===== config.mk =====
export PLATFORM = sky130hd
export DESIGN_NAME = char_echo_newline_collapser_flat
export DESIGN_NICKNAME = d
export VERILOG_FILES = /design/src/rtl/cec_pkg.sv /design/src/rtl/cec_in_if.sv /design/src/rtl/cec_out_if.sv /design/src/rtl/char_echo_newline_collapser.sv /design/src/rtl/cec_front.sv /design/src/rtl/cec_queue.sv /design/src/rtl/cec_back.sv /design/src/flat_wrapper.sv
export SDC_FILE = /design/constraint.sdc
export NUM_CORES = 1
export LEC_CHECK = 0
export CAP_MARGIN = 25
export CORE_MARGIN = 2
export CORE_UTILIZATION = 33
export DETAILED_ROUTE_END_ITERATION = 10
export DONT_BUFFER_PORTS = 1
export PLACE_DENSITY = 0.45
export SLEW_MARGIN = 20
export SYNTH_ARGS = -nofsm -noshare
export SYNTH_HDL_FRONTEND = slang
export SYNTH_SLANG_ARGS = --single-unit

===== constraint.sdc =====
create_clock -name clk -period 6.2 [get_ports clk]
set_clock_uncertainty 0.1 [all_clocks]
set_input_delay 0.62 -clock clk [delete_from_list [all_inputs] [get_ports clk]]
set_output_delay 0.62 -clock clk [all_outputs]
set_load 0.02 [all_outputs]

===== src/rtl/cec_pkg.sv =====
// Shared types, constants and helpers for the echo newline collapser.
package cec_pkg;

	localparam int BYTE_W  = 8;
	localparam int CNT_W   = 16;
	localparam int MAX_RES = 4;
	localparam int SLOT_W  = $clog2(MAX_RES);
	localparam int QDEPTH  = 4;
	localparam int PTR_W   = $clog2(QDEPTH);
	localparam int LEVEL_W = $clog2(QDEPTH + 1);

	typedef logic [BYTE_W-1:0] byte_t;
	typedef logic [CNT_W-1:0]  cnt_t;

	localparam byte_t NL       = 8'h0A;
	localparam byte_t PRINT_LO = 8'h20;
	localparam byte_t PRINT_HI = 8'h7E;

	typedef struct packed {
		byte_t ch;
		cnt_t  cnt;
	} slot_t;

	// All results caused by one item, in emit order.
	typedef struct packed {
		logic [SLOT_W:0]          n;
		logic                     last;
		slot_t [MAX_RES-1:0]      slots;
	} bundle_t;

	typedef struct packed {
		logic               full;
		logic               empty;
		logic [LEVEL_W-1:0] level;
	} qstat_t;

	function automatic logic is_printable(byte_t b);
		return (b >= PRINT_LO) && (b <= PRINT_HI);
	endfunction

	function automatic bundle_t add_slot(bundle_t b, byte_t ch, cnt_t cnt);
		bundle_t r;
		r = b;
		if (r.n < (SLOT_W+1)'(MAX_RES)) begin
			r.slots[r.n[SLOT_W-1:0]].ch  = ch;
			r.slots[r.n[SLOT_W-1:0]].cnt = cnt;
			r.n = r.n + (SLOT_W+1)'(1);
		end
		return r;
	endfunction

endpackage


===== src/rtl/cec_in_if.sv =====
// Input byte channel: valid/ready handshake with byte and frame end flag.
interface cec_in_if;
	logic           valid;
	logic           ready;
	cec_pkg::byte_t in_byte;
	logic           frame_end;

	modport source (output valid, output in_byte, output frame_end, input ready);
	modport sink (input valid, input in_byte, input frame_end, output ready);
endinterface


===== src/rtl/cec_out_if.sv =====
// Result channel: valid/ready handshake with byte, repeat count and frame last flag.
interface cec_out_if;
	logic           valid;
	logic           ready;
	cec_pkg::byte_t out_byte;
	cec_pkg::cnt_t  repeat_count;
	logic           frame_last;

	modport source (output valid, output out_byte, output repeat_count, output frame_last,
		input ready);
	modport sink (input valid, input out_byte, input repeat_count, input frame_last,
		output ready);
endinterface


===== src/rtl/char_echo_newline_collapser.sv =====
// Top level of the echo newline collapser: front end, bundle queue, back end.
//
//   channel    | dir | payload                                  | accepted when
//   -----------+-----+------------------------------------------+---------------------
//   byte_ch    | in  | in_byte[7:0], frame_end                  | valid && ready
//   result_ch  | out | out_byte[7:0], repeat_count[15:0], frame_last | valid && ready
//
// One input item per cycle while the 4-entry bundle queue has room; an item's
// results (0 to 4) are built in the same cycle and queued as one bundle.
// The back end emits one result per cycle while the receiver is ready, so an item's results leave one by one.
// Results pass through the queue and then the output register on their way out.
// Reset empties the queue and returns the collapse state to idle; no clearing pass.
module char_echo_newline_collapser #(
	parameter int MAX_FRAME = 65536
) (
	input logic        clk,
	input logic        arst_n,
	cec_in_if.sink     byte_ch,
	cec_out_if.source  result_ch
);
	import cec_pkg::*;

	logic    push;
	logic    pop;
	bundle_t wr_bundle;
	bundle_t head;
	qstat_t  qstat;

	cec_front #(
		.MAX_FRAME(MAX_FRAME)
	) u_front (
		.clk     (clk),
		.arst_n  (arst_n),
		.byte_ch (byte_ch),
		.qstat   (qstat),
		.push    (push),
		.bundle  (wr_bundle)
	);

	cec_queue u_queue (
		.clk     (clk),
		.arst_n  (arst_n),
		.push    (push),
		.wr_data (wr_bundle),
		.pop     (pop),
		.rd_data (head),
		.stat    (qstat)
	);

	cec_back u_back (
		.clk       (clk),
		.arst_n    (arst_n),
		.head      (head),
		.qstat     (qstat),
		.pop       (pop),
		.result_ch (result_ch)
	);

`ifndef SYNTH
	a_level_bound: assert property (@(posedge clk) disable iff (!arst_n)
		qstat.level <= LEVEL_W'(QDEPTH))
		else $error("bundle queue level out of range");

	a_count_nonzero: assert property (@(posedge clk) disable iff (!arst_n)
		result_ch.valid |-> (result_ch.repeat_count != '0))
		else $error("result with zero repeat count");

	a_repeat_newline: assert property (@(posedge clk) disable iff (!arst_n)
		(result_ch.valid && (result_ch.repeat_count != cnt_t'(1))) |->
		(result_ch.out_byte == NL))
		else $error("repeated result that is not a newline");

	a_no_empty_bundle: assert property (@(posedge clk) disable iff (!arst_n)
		push |-> (wr_bundle.n != '0))
		else $error("empty bundle queued");
`endif

endmodule


===== src/rtl/cec_front.sv =====
// Front end: accepts bytes, runs the collapse state machine, builds result bundles.
module cec_front #(
	parameter int MAX_FRAME = 65536
) (
	input  logic             clk,
	input  logic             arst_n,
	cec_in_if.sink           byte_ch,
	input  cec_pkg::qstat_t  qstat,
	output logic             push,
	output cec_pkg::bundle_t bundle
);
	import cec_pkg::*;

	localparam int   RUN_CAP_I = (MAX_FRAME - 1 < 65535) ? (MAX_FRAME - 1) : 65535;
	localparam cnt_t RUN_CAP   = CNT_W'(RUN_CAP_I);

	typedef enum logic [1:0] {
		PH_IDLE,
		PH_HELD,
		PH_RUN,
		PH_CAND
	} phase_t;

	phase_t  phase_q, phase_d;
	byte_t   held_q, held_d;
	byte_t   cand_q, cand_d;
	cnt_t    run_q, run_d;
	bundle_t nb;
	logic    accept;
	logic    pr;
	logic    nl;
	logic    go_idle;
	byte_t   b;

	assign byte_ch.ready = !qstat.full;
	assign accept        = byte_ch.valid && byte_ch.ready;

	always_comb begin
		b       = byte_ch.in_byte;
		pr      = is_printable(b);
		nl      = (b == NL);
		nb      = '0;
		go_idle = 1'b0;
		phase_d = phase_q;
		held_d  = held_q;
		cand_d  = cand_q;
		run_d   = run_q;

		unique case (phase_q)
			PH_IDLE: begin
				go_idle = 1'b1;
			end
			PH_HELD: begin
				if (nl) begin
					run_d   = cnt_t'(1);
					phase_d = PH_RUN;
				end else begin
					nb      = add_slot(nb, held_q, cnt_t'(1));
					go_idle = 1'b1;
				end
			end
			PH_RUN: begin
				if (nl) begin
					if (run_q < RUN_CAP)
						run_d = run_q + cnt_t'(1);
				end else if (pr) begin
					cand_d  = b;
					phase_d = PH_CAND;
				end else begin
					nb      = add_slot(nb, held_q, cnt_t'(1));
					nb      = add_slot(nb, NL, run_q);
					nb      = add_slot(nb, b, cnt_t'(1));
					run_d   = '0;
					phase_d = PH_IDLE;
				end
			end
			PH_CAND: begin
				if (nl) begin
					// collapse: drop the run, candidate takes the held slot
					nb      = add_slot(nb, held_q, cnt_t'(1));
					held_d  = cand_q;
					run_d   = cnt_t'(1);
					phase_d = PH_RUN;
				end else begin
					nb      = add_slot(nb, held_q, cnt_t'(1));
					nb      = add_slot(nb, NL, run_q);
					nb      = add_slot(nb, cand_q, cnt_t'(1));
					run_d   = '0;
					go_idle = 1'b1;
				end
			end
			default: begin
				phase_d = PH_IDLE;
			end
		endcase

		if (go_idle) begin
			if (pr) begin
				held_d  = b;
				run_d   = '0;
				phase_d = PH_HELD;
			end else begin
				nb      = add_slot(nb, b, cnt_t'(1));
				phase_d = PH_IDLE;
			end
		end

		// frame end flushes whatever is still held
		if (byte_ch.frame_end) begin
			unique case (phase_d)
				PH_HELD: begin
					nb = add_slot(nb, held_d, cnt_t'(1));
				end
				PH_RUN: begin
					nb = add_slot(nb, held_d, cnt_t'(1));
					nb = add_slot(nb, NL, run_d);
				end
				PH_CAND: begin
					nb = add_slot(nb, held_d, cnt_t'(1));
					nb = add_slot(nb, NL, run_d);
					nb = add_slot(nb, cand_d, cnt_t'(1));
				end
				default: begin
				end
			endcase
			nb.last = 1'b1;
			phase_d = PH_IDLE;
			held_d  = '0;
			cand_d  = '0;
			run_d   = '0;
		end
	end

	assign push   = accept && (nb.n != '0);
	assign bundle = nb;

	always_ff @(posedge clk or negedge arst_n) begin
		if (!arst_n) begin
			phase_q <= PH_IDLE;
			held_q  <= '0;
			cand_q  <= '0;
			run_q   <= '0;
		end else if (accept) begin
			phase_q <= phase_d;
			held_q  <= held_d;
			cand_q  <= cand_d;
			run_q   <= run_d;
		end
	end

endmodule


===== src/rtl/cec_queue.sv =====
// Short bundle queue between the front end and the back end.
module cec_queue (
	input  logic             clk,
	input  logic             arst_n,
	input  logic             push,
	input  cec_pkg::bundle_t wr_data,
	input  logic             pop,
	output cec_pkg::bundle_t rd_data,
	output cec_pkg::qstat_t  stat
);
	import cec_pkg::*;

	bundle_t            mem [QDEPTH];
	logic [PTR_W-1:0]   wr_ptr_q;
	logic [PTR_W-1:0]   rd_ptr_q;
	logic [LEVEL_W-1:0] level_q;
	logic               do_push;
	logic               do_pop;

	assign stat.full  = (level_q == LEVEL_W'(QDEPTH));
	assign stat.empty = (level_q == '0);
	assign stat.level = level_q;
	assign do_push    = push && !stat.full;
	assign do_pop     = pop && !stat.empty;
	assign rd_data    = mem[rd_ptr_q];

	always_ff @(posedge clk) begin
		if (do_push)
			mem[wr_ptr_q] <= wr_data;
	end

	always_ff @(posedge clk or negedge arst_n) begin
		if (!arst_n) begin
			wr_ptr_q <= '0;
			rd_ptr_q <= '0;
			level_q  <= '0;
		end else begin
			if (do_push)
				wr_ptr_q <= wr_ptr_q + PTR_W'(1);
			if (do_pop)
				rd_ptr_q <= rd_ptr_q + PTR_W'(1);
			unique case ({do_push, do_pop})
				2'b10:   level_q <= level_q + LEVEL_W'(1);
				2'b01:   level_q <= level_q - LEVEL_W'(1);
				default: level_q <= level_q;
			endcase
		end
	end

endmodule


===== src/rtl/cec_back.sv =====
// Back end: walks the head bundle into the output register, one result per cycle unless the output is stalled.
module cec_back (
	input  logic             clk,
	input  logic             arst_n,
	input  cec_pkg::bundle_t head,
	input  cec_pkg::qstat_t  qstat,
	output logic             pop,
	cec_out_if.source        result_ch
);
	import cec_pkg::*;

	logic              valid_q;
	logic [SLOT_W-1:0] idx_q;
	byte_t             byte_q;
	cnt_t              cnt_q;
	logic              last_q;
	logic              adv;
	logic              take;
	logic              at_end;

	assign adv    = !valid_q || result_ch.ready;
	assign take   = adv && !qstat.empty;
	assign at_end = ({1'b0, idx_q} == head.n - (SLOT_W+1)'(1));
	assign pop    = take && at_end;

	assign result_ch.valid        = valid_q;
	assign result_ch.out_byte     = byte_q;
	assign result_ch.repeat_count = cnt_q;
	assign result_ch.frame_last   = last_q;

	always_ff @(posedge clk or negedge arst_n) begin
		if (!arst_n) begin
			valid_q <= 1'b0;
			idx_q   <= '0;
		end else if (adv) begin
			valid_q <= !qstat.empty;
			if (take)
				idx_q <= at_end ? '0 : idx_q + SLOT_W'(1);
		end
	end

	always_ff @(posedge clk) begin
		if (take) begin
			byte_q <= head.slots[idx_q].ch;
			cnt_q  <= head.slots[idx_q].cnt;
			last_q <= head.last && at_end;
		end
	end

endmodule


===== src/flat_wrapper.sv =====
// flat-port wrapper written by rule: the top's interface ports become plain ports
module char_echo_newline_collapser_flat import cec_pkg::*;
#(
	parameter int MAX_FRAME = 65536
)
  (clk, arst_n, byte_ch_valid, byte_ch_in_byte, byte_ch_frame_end, byte_ch_ready, result_ch_valid, result_ch_out_byte, result_ch_repeat_count, result_ch_frame_last, result_ch_ready);
  cec_in_if byte_ch_i ();
  cec_out_if result_ch_i ();
  input logic clk;
  input logic arst_n;
  input wire logic [$bits(byte_ch_i.valid)-1:0] byte_ch_valid;
  input wire logic [$bits(byte_ch_i.in_byte)-1:0] byte_ch_in_byte;
  input wire logic [$bits(byte_ch_i.frame_end)-1:0] byte_ch_frame_end;
  output wire logic [$bits(byte_ch_i.ready)-1:0] byte_ch_ready;
  output wire logic [$bits(result_ch_i.valid)-1:0] result_ch_valid;
  output wire logic [$bits(result_ch_i.out_byte)-1:0] result_ch_out_byte;
  output wire logic [$bits(result_ch_i.repeat_count)-1:0] result_ch_repeat_count;
  output wire logic [$bits(result_ch_i.frame_last)-1:0] result_ch_frame_last;
  input wire logic [$bits(result_ch_i.ready)-1:0] result_ch_ready;
  assign byte_ch_i.valid = byte_ch_valid;
  assign byte_ch_i.in_byte = byte_ch_in_byte;
  assign byte_ch_i.frame_end = byte_ch_frame_end;
  assign byte_ch_ready = byte_ch_i.ready;
  assign result_ch_valid = result_ch_i.valid;
  assign result_ch_out_byte = result_ch_i.out_byte;
  assign result_ch_repeat_count = result_ch_i.repeat_count;
  assign result_ch_frame_last = result_ch_i.frame_last;
  assign result_ch_i.ready = result_ch_ready;
  char_echo_newline_collapser #(.MAX_FRAME(MAX_FRAME)) u_core (.clk(clk), .arst_n(arst_n), .byte_ch(byte_ch_i), .result_ch(result_ch_i));
endmodule

==> results list, run 1 <==
- The clock drives 469 sinks.
- Area of the core region: 61900 sq um
* Top flip-flop cell by instance count after synthesis: edfxtp_1
- Register area: 13900 sq um
- Final standard cell count with taps included and fillers excluded: 2205
* Pin count of the biggest net entering global routing: 59
* Count of H-tree levels built during CTS: 2
* Power Total: 10400 uW
- The cell sitting at the root of the clock tree is a clkbuf_16.
* Max cap viols: 0
* Peak supply drop: 242 uV
- The final critical path takes up approximately 90% of the cycle.
- Placement row count: 91
- The worst hold path belongs to the class in -> reg.
- R2R Path Start: u_core.u_front.phase_q[0]$_DFFE_PN0P_
- For the worst setup path, the data required time is 6.62 ns.
* Crit path capture type: flop
* Startpoint type of the worst setup path: input port
- Counting stages on the worst path, the most repeated cell is ha_1.
* Avg Vias per Cell: 5.40
- Once detail routing completed, the nets flagged for antenna violations numbered 0.
- Counting distinct cell types in the post-synthesis netlist gives between 70 and 80.
- Summing all non-filler instances in the final layout gives an area of 23700 sq um.
- Post-detailed-routing wire length: 55500 microns
- The worst pin sits at a relative slew slack of 29.1%.
* Origin of the worst setup path: byte_ch_in_byte[5]
* Num CTS Buffers: 52
- Leakage Power: 0.00811 uW
- By startpoint and endpoint, the worst setup path is classified as in -> reg.
* Placed cell count: 2104
* Number of buffers between clock root and the deepest sink: 3
- Number of nets at the end of the flow: around 1.4k
- Comb pwr share: 27.3%
- Yosys mapped a number of flops with a built-in enable equal to 425.
* Post-route minimum period: 5.61 ns
- Register bit count reported by yosys: 469
* Number of failing setup endpoints in the final timing report: 0
- Outcome: finished, final reports clean
- Once placement finished, the instance area stood at about 22000 sq um.
- After global routing the overflow that remains totals 0.
* Slowest Stage Delay on Critical Path: 0.51 ns
* Starting density of the core: approximately a third
* Count of filler cells inserted in the layout: approximately 5.8k
* Post-CTS setup-driven buffer insertion count: 0
- Data arrival, critical path: 6.03 ns
* Cell Pwr Density: 438 nW/um^2
- After synthesis the cells add up to 20700 sq um.
- Async set-reset flop share out of synthesis: 9.38%
- First-pass iteration count of the detailed router: 8
- Largest fanout of any net on the critical path: 13
- Detail Placement HPWL: 33400 microns
- Residual DRC: 0
- The hold violation total from the final report came to 0.
- Wirelength per Cell: 25.2 microns
- Compared with the post-synthesis result, the final layout area differs by 14.5%.
- The share of the Yosys chip area taken by registers is 66.9%.
- The startpoint identified for the worst hold timing path is byte_ch_frame_end.
- Height of the die: 255 microns
- The number of nets in the synthesized netlist is 1326.
- At the later pin of the worst-skew pair, clock insertion delay measures 0.60 ns.
- Syn Area/Cell: 16.1 sq um
- Summing all multi-input logic gate instances after layout gives between 6000 and 7000 sq um.
- # port buffers: 0
- Proportion of layout cells with a drive suffix above 1: 21.1%
- Critical path buffer and inverter count: 3
* Clock transition time at the flip-flop clock pins of the worst setup and hold paths: 0.06 ns
- Largest delay contributor family on the critical path: compound AO/OA/AOI/OAI gates
* CTS tree: built
* Count of warnings emitted by yosys: 0
- Proportion of total power due to net switching: 31.0%
- The clock network accounts for 28.7% of the total power.
- Number of global-route vias before repair: 12.5k
* Maximum achievable frequency: roughly 180 MHz
- From left edge to right edge, the die measures 255 microns.
* Number of antenna violations at the first check in global routing: 1
* Fraction of power consumed by sequential logic: a little over two fifths
- Count of final max-slew check failures: 0
* Post-Syn Instances: 1289
- Iteration-0 DRC count of the detailed router: 997
* RePlAce Congestion: 0.932
* Slowest stage cell on the critical path: nor4bb_1
- Cell-internal power: between 7000 and 8000 uW
* Wire length of the first global-routing pass: 83700 microns
* Total vias in the final route: 11.9k
- Net load switching power: roughly 3200 uW
- The die covers roughly 65000 sq um.
- Actual transition at the worst max-transition pin: between 1 and 1.5 ns
- Setup repair after global routing left no endpoint under its margin.
- # IOs: 40
* GRT Total Usage: 17.5%
[through the flow]
step	hold slack [ns]	setup TNS (ns)	setup slack, ns	utilization [%]
detailed placement	0.226	0	0.0586	35.6
floorplan	0.224	-70.41	-0.176	-
finish	0.0397	0	0.592	38.3
global route	0.0186	0	0.233	38.3
CTS	0.000916	0	0.695	38.3
global placement	0.226	0	0.229	35.5
[registers in the layout, indices dropped and copies added (netlist names)]
register	cells
u_core.u_queue.mem	400
u_core.u_back.result_ch.repeat_count	16
u_core.u_front.run_q	16
u_core.u_back.result_ch.out_byte	8
u_core.u_front.cand_q	8
u_core.u_front.held_q	8
u_core.u_queue.level_q	3
u_core.u_back.idx_q	2
u_core.u_front.phase_q	2
u_core.u_queue.rd_ptr_q	2
u_core.u_queue.wr_ptr_q	2
u_core.u_back.result_ch.frame_last	1
u_core.u_back.result_ch.valid	1
[routing by layer]
metal | wire length, microns | global-route usage [%]
met1 | 24500 | 23.8
met2 | 26900 | 28.8
met3 | 2810 | 3.23
met4 | 1350 | 4.95
met5 | 0 | 0
[layout make-up]
| class | instances | share of cell area [%] |
|---|---|---|
| clock buffers | 67 | 5.89 |
| diodes | 1 | 0.0105 |
| well taps | 837 | 4.41 |
| clock inverters | 29 | 1.05 |
| inverters | 25 | 0.395 |
| flip-flops and latches | 469 | 58.5 |
| multi-input cells | 713 | 27.2 |
| repair buffers | 64 | 2.56 |
[cells by family after synthesis]
kind of cell | after synthesis | share of synthesized area [%]
simple gates | 269 | 6.04
xor+xnor | 14 | 0.592
buf+inv | 107 | 2.01
mux | 141 | 14.3
fa+ha+maj | 24 | 1.49
compound gates | 265 | 8.65
flops | 469 | 66.9
[power by group through the flow]
stage,Sequential (uW),Clock (uW),Combinational (uW)
after floorplan,4460,0,2070
after global placement,4650,0,2900
after detailed placement,4660,0,2900
after CTS,4600,3080,2920
after global routing,4640,3200,3080
final,4570,2980,2830
[final timing paths]
kind / endpoint / slack (ns) / cells after the start
max: u_core.u_queue.level_q[2]$_DFFE_PN0P_ / 0.59 / 26
min: u_core.u_front.cand_q[2]$_DFFE_PN0P_ / 0.04 / 1
max reg2reg: u_core.u_queue.level_q[2]$_DFFE_PN0P_ / 0.73 / 25
min reg2reg: u_core.u_queue.level_q[2]$_DFFE_PN0P_ / 0.40 / 1
max in group asynchronous: u_core.u_queue.rd_ptr_q[1]$_DFFE_PN0P_ / 5.26 / 2
min in group asynchronous: u_core.u_front.held_q[1]$_DFFE_PN0P_ / 0.48 / 2
[repair_timing]
item	CTS	global route
endpoints found under the hold margin	50	0
resized for setup	0	0
hold buffers	4	0
[cell usage after synthesis (all sizes together), types with 8 or more instances]
cell type,number,area [sq um]
edfxtp,425,12800
mux4,124,2790
nor2,89,334
nand2,85,319
o21ai,71,359
clkbuf,59,221
a21oi,50,250
dfrtp,44,1100
a22oi,27,203
a22o,24,210
inv,24,90.1
buf,23,101
ha,23,288
nand3,21,110
and3,16,100
mux2i,14,140
nor3,14,70.1
a31oi,9,56.3
nand4,9,62.6
o22ai,9,56.3
a21o,8,60.1
a221o,8,80.1
xnor2,8,70.1
[cell usage in the layout, fill, tap and decap left out, types with 9 or more instances in the layout]
| cell type | count |
|---|---|
| a22oi_1 | 27 |
| dfrtp_1 | 40 |
| mux4_2 | 124 |
| a22o_1 | 24 |
| clkbuf_16 | 52 |
| nor2_1 | 89 |
| a21oi_1 | 50 |
| edfxtp_1 | 425 |
| nand3_1 | 20 |
| a31oi_1 | 9 |
| buf_4 | 52 |
| o22ai_1 | 9 |
| ha_1 | 23 |
| nor3_1 | 14 |
| mux2i_1 | 14 |
| and3_1 | 16 |
| o21ai_0 | 68 |
| clkbuf_1 | 11 |
| clkinv_2 | 11 |
| inv_1 | 23 |
| clkinv_1 | 11 |
| nand2_1 | 85 |
(Power assumes the default switching activity.)
==> run 2: changes to the inputs <==
--- a/config.mk
+++ b/config.mk
@@ -10,7 +10,7 @@
 export CORE_UTILIZATION = 33
 export DETAILED_ROUTE_END_ITERATION = 10
 export DONT_BUFFER_PORTS = 1
-export PLACE_DENSITY = 0.45
+export PLACE_DENSITY = 0.44
 export SLEW_MARGIN = 20
 export SYNTH_ARGS = -nofsm -noshare
 export SYNTH_HDL_FRONTEND = slang
==> constraint.sdc (replaced) <==
create_clock -name clk -period 6.5 [get_ports clk]
set_clock_uncertainty 0.1 [all_clocks]
set_input_delay 0.65 -clock clk [delete_from_list [all_inputs] [get_ports clk]]
set_output_delay 0.65 -clock clk [all_outputs]
set_load 0.02 [all_outputs]
==> results list, run 2 (synthesis gave the netlist of run 1 again) <==
- 0 antenna diodes ended up in the layout.
* Placement row count: between 90 and 100
- The hold violation total from the final report came to 0.
- After detailed routing, the number of remaining DRC violations is 0.
- Cell chosen for the clock root: clkbuf_16
- STA classifies the critical path endpoint as a flop.
- Total vias in the final route: ~12k
- Data arrival, critical path: between 6 and 7 ns
- Global routing used 17.6% of the available tracks.
- In this run the vertical extent of the chip is 255 microns.
- Number of nets at the end of the flow: ~1.3k
- Measured along the x axis, the die boundary spans 255 microns.
* Placed cell count: 2092
- Actual transition at the worst max-transition pin: 1.03 ns
* Startpoint type of the worst setup path: input port
* Class of the most critical setup path: in -> reg
* CTS tree: built
- Fraction of the cycle the final worst path needs: 87.5%
* Pin count of the biggest net entering global routing: 55
- In this run the count of I/O pins placed on the die edge is 40.
- Across the VDD grid, the largest voltage drop is between 150 and 200 uV.
- Cell Pwr Density: 423 nW/um^2
* First-pass iteration count of the detailed router: 7
* Post-detailed-routing wire length: 55700 microns
- Unrepaired setup endpoints after global routing: false
- Starting density of the core: 33.5%
* Grt total ovfl: 0
* # port buffers: 0
* Clock transition time at the flip-flop clock pins of the worst setup and hold paths: around 0.060 ns
* Reg with most FFs: u_core.u_queue.mem
- In this run the worst path has a maximum fanout of 13.
* Proportion of layout cells with a drive suffix above 1: about a fifth
- Number of failing setup endpoints in the final timing report: 0
- ANT nets after route: 0
- Hold is met by around 0.067 ns.
- Power Total: 10000 uW
- Max cap viols: 0
- Leakage Power: 0.00806 uW
- The total count of max-transition violations in the final report is 0.
* Die Outline Area: 64800 sq um
- In the final routed layout, each cell accounts on average for 25.5 microns.
- Critical Path RT: roughly 7 ns
- The clock passes through at most 3 buffers.
* Wire length of the first global-routing pass: 83400 microns
* Count of filler cells inserted in the layout: 5768
- In this run, the number of DRC markers left after iteration 0 of detailed routing was between 1k and 1.5k.
- Hold Path Class: in -> reg
- The number of antenna violations at the first check in global routing is 0.
* Area of the core region: 61900 sq um
* Resized cells post-CTS: 0
- Using the TritonRoute via totals, the vias-per-cell ratio works out to 5.48.
* Worst skew pair latency: 0.60 ns
- Static timing analysis puts the maximum clock frequency at between 150 and 200 MHz.
- Number of global-route vias before repair: 12.5k
* Post-CTS setup-driven buffer insertion count: 0
- Detailed placement ended at an HPWL of ~34000 microns.
- Area of combinational cells with multiple inputs: 6460 sq um
- From synthesis to final layout, the design area changed by 14.3%.
- The flow ran to the end, and the final reports show no timing, DRC or antenna violations.
* RePlAce Congestion: 0.940
- Worst slew slack as a fraction of its limit: 31.1%
* Count of H-tree levels built during CTS: 2
* Register area: roughly 14000 sq um
- Num CTS Buffers: 52
- Sink count of the clock tree: between 400 and 500
- The register with the most flip-flops in the layout has 400 of them.
- The library cells used most frequently in the layout, excluding fill and tap cells, are edfxtp_1 (425), mux4_2 (124), nor2_1 (88).
* Final standard cell count with taps included and fillers excluded: approximately 2.2k
- Leading cell type in the layout, fill and taps excluded: edfxtp_1
* Post-route minimum period: 5.69 ns
## run 2: worst paths after layout
| kind | startpoint | endpoint | slack, ns | cells past startpoint |
|---|---|---|---|---|
| worst min-delay path | byte_ch_frame_end | u_core.u_front.cand_q[1]$_DFFE_PN0P_ | 0.07 | 1 |
| worst min register to register | u_core.u_queue.level_q[0]$_DFFE_PN0P_ | u_core.u_queue.level_q[0]$_DFFE_PN0P_ | 0.40 | 1 |
| min in group asynchronous | arst_n | u_core.u_front.phase_q[0]$_DFFE_PN0P_ | 0.48 | 2 |
| worst max-delay path | byte_ch_in_byte[5] | u_core.u_queue.level_q[2]$_DFFE_PN0P_ | 0.81 | 24 |
| worst max register to register | u_core.u_front.phase_q[1]$_DFFE_PN0P_ | u_core.u_queue.level_q[2]$_DFFE_PN0P_ | 0.85 | 23 |
| max in group asynchronous | arst_n | u_core.u_front.run_q[5]$_DFFE_PN0P_ | 5.55 | 2 |
## run 2: area by class of cell
type / instances / share of cell area (%)
Sequential cell: 469 / 58.6
Multi-Input combinational cell: 713 / 27.3
Clock buffer: 67 / 6.08
Inverter: 25 / 0.396
Tap cell: 837 / 4.42
Timing Repair Buffer: 50 / 2.05
Clock inverter: 28 / 1.19
## run 2: layer usage
layer  share of wire (%)  GRT usage (%)  routed length [microns]
met5                   0              0                        0
met4                 2.5           5.35                     1390
met3                 6.2           3.40                     3470
met2                  47           28.3                    26300
met1                  44           24.1                    24500
## run 2: critical path: stages
cell       delay, ns
nor4bb_1        0.33
nand2_1         0.15
a21oi_1         0.23
a2bb2oi_1       0.23
inv_1           0.09
ha_1            0.35
nor2_1          0.13
a21o_1          0.13
ha_1            0.35
inv_1           0.18
o21ai_0         0.20
mux2i_1         0.10
or4_4           0.53
ha_1            0.30
a21bo_2         0.19
o311a_1         0.40
o311a_4         0.45
inv_1           0.08
ha_1            0.18
inv_1           0.06
fa_1            0.37
xor2_1          0.15
nor2_1          0.12
xor2_1          0.15
## run 2: stage by stage
| step | setup TNS [ns] | setup WS (ns) | utilization, % | area, sq um |
|---|---|---|---|---|
| after global placement | 0 | 0.357 | 35.4 | 21900 |
| after CTS | 0 | 0.888 | 38.2 | 23700 |
| after floorplan | -27.57 | -0.0689 | - | 20700 |
| after global routing | 0 | 0.401 | 38.2 | 23700 |
| final | 0 | 0.813 | 38.2 | 23700 |
| after detailed placement | 0 | 0.276 | 35.4 | 21900 |
## run 2: report_power, final
| group | internal, uW | total [uW] | leakage, uW | switching (uW) |
|---|---|---|---|---|
| Combinational | 1210 | 2700 | 0.00250 | 1490 |
| Sequential | 3970 | 4360 | 0.00472 | 397 |
| Clock | 1760 | 2950 | 0.000834 | 1190 |
| Total | 6930 | 10000 | 0.00806 | 3080 |
## run 2: timing repair
item	in CTS	in global routing
hold buffers	2	0
setup endpoints to repair	0	0
hold endpoints to repair	44	0
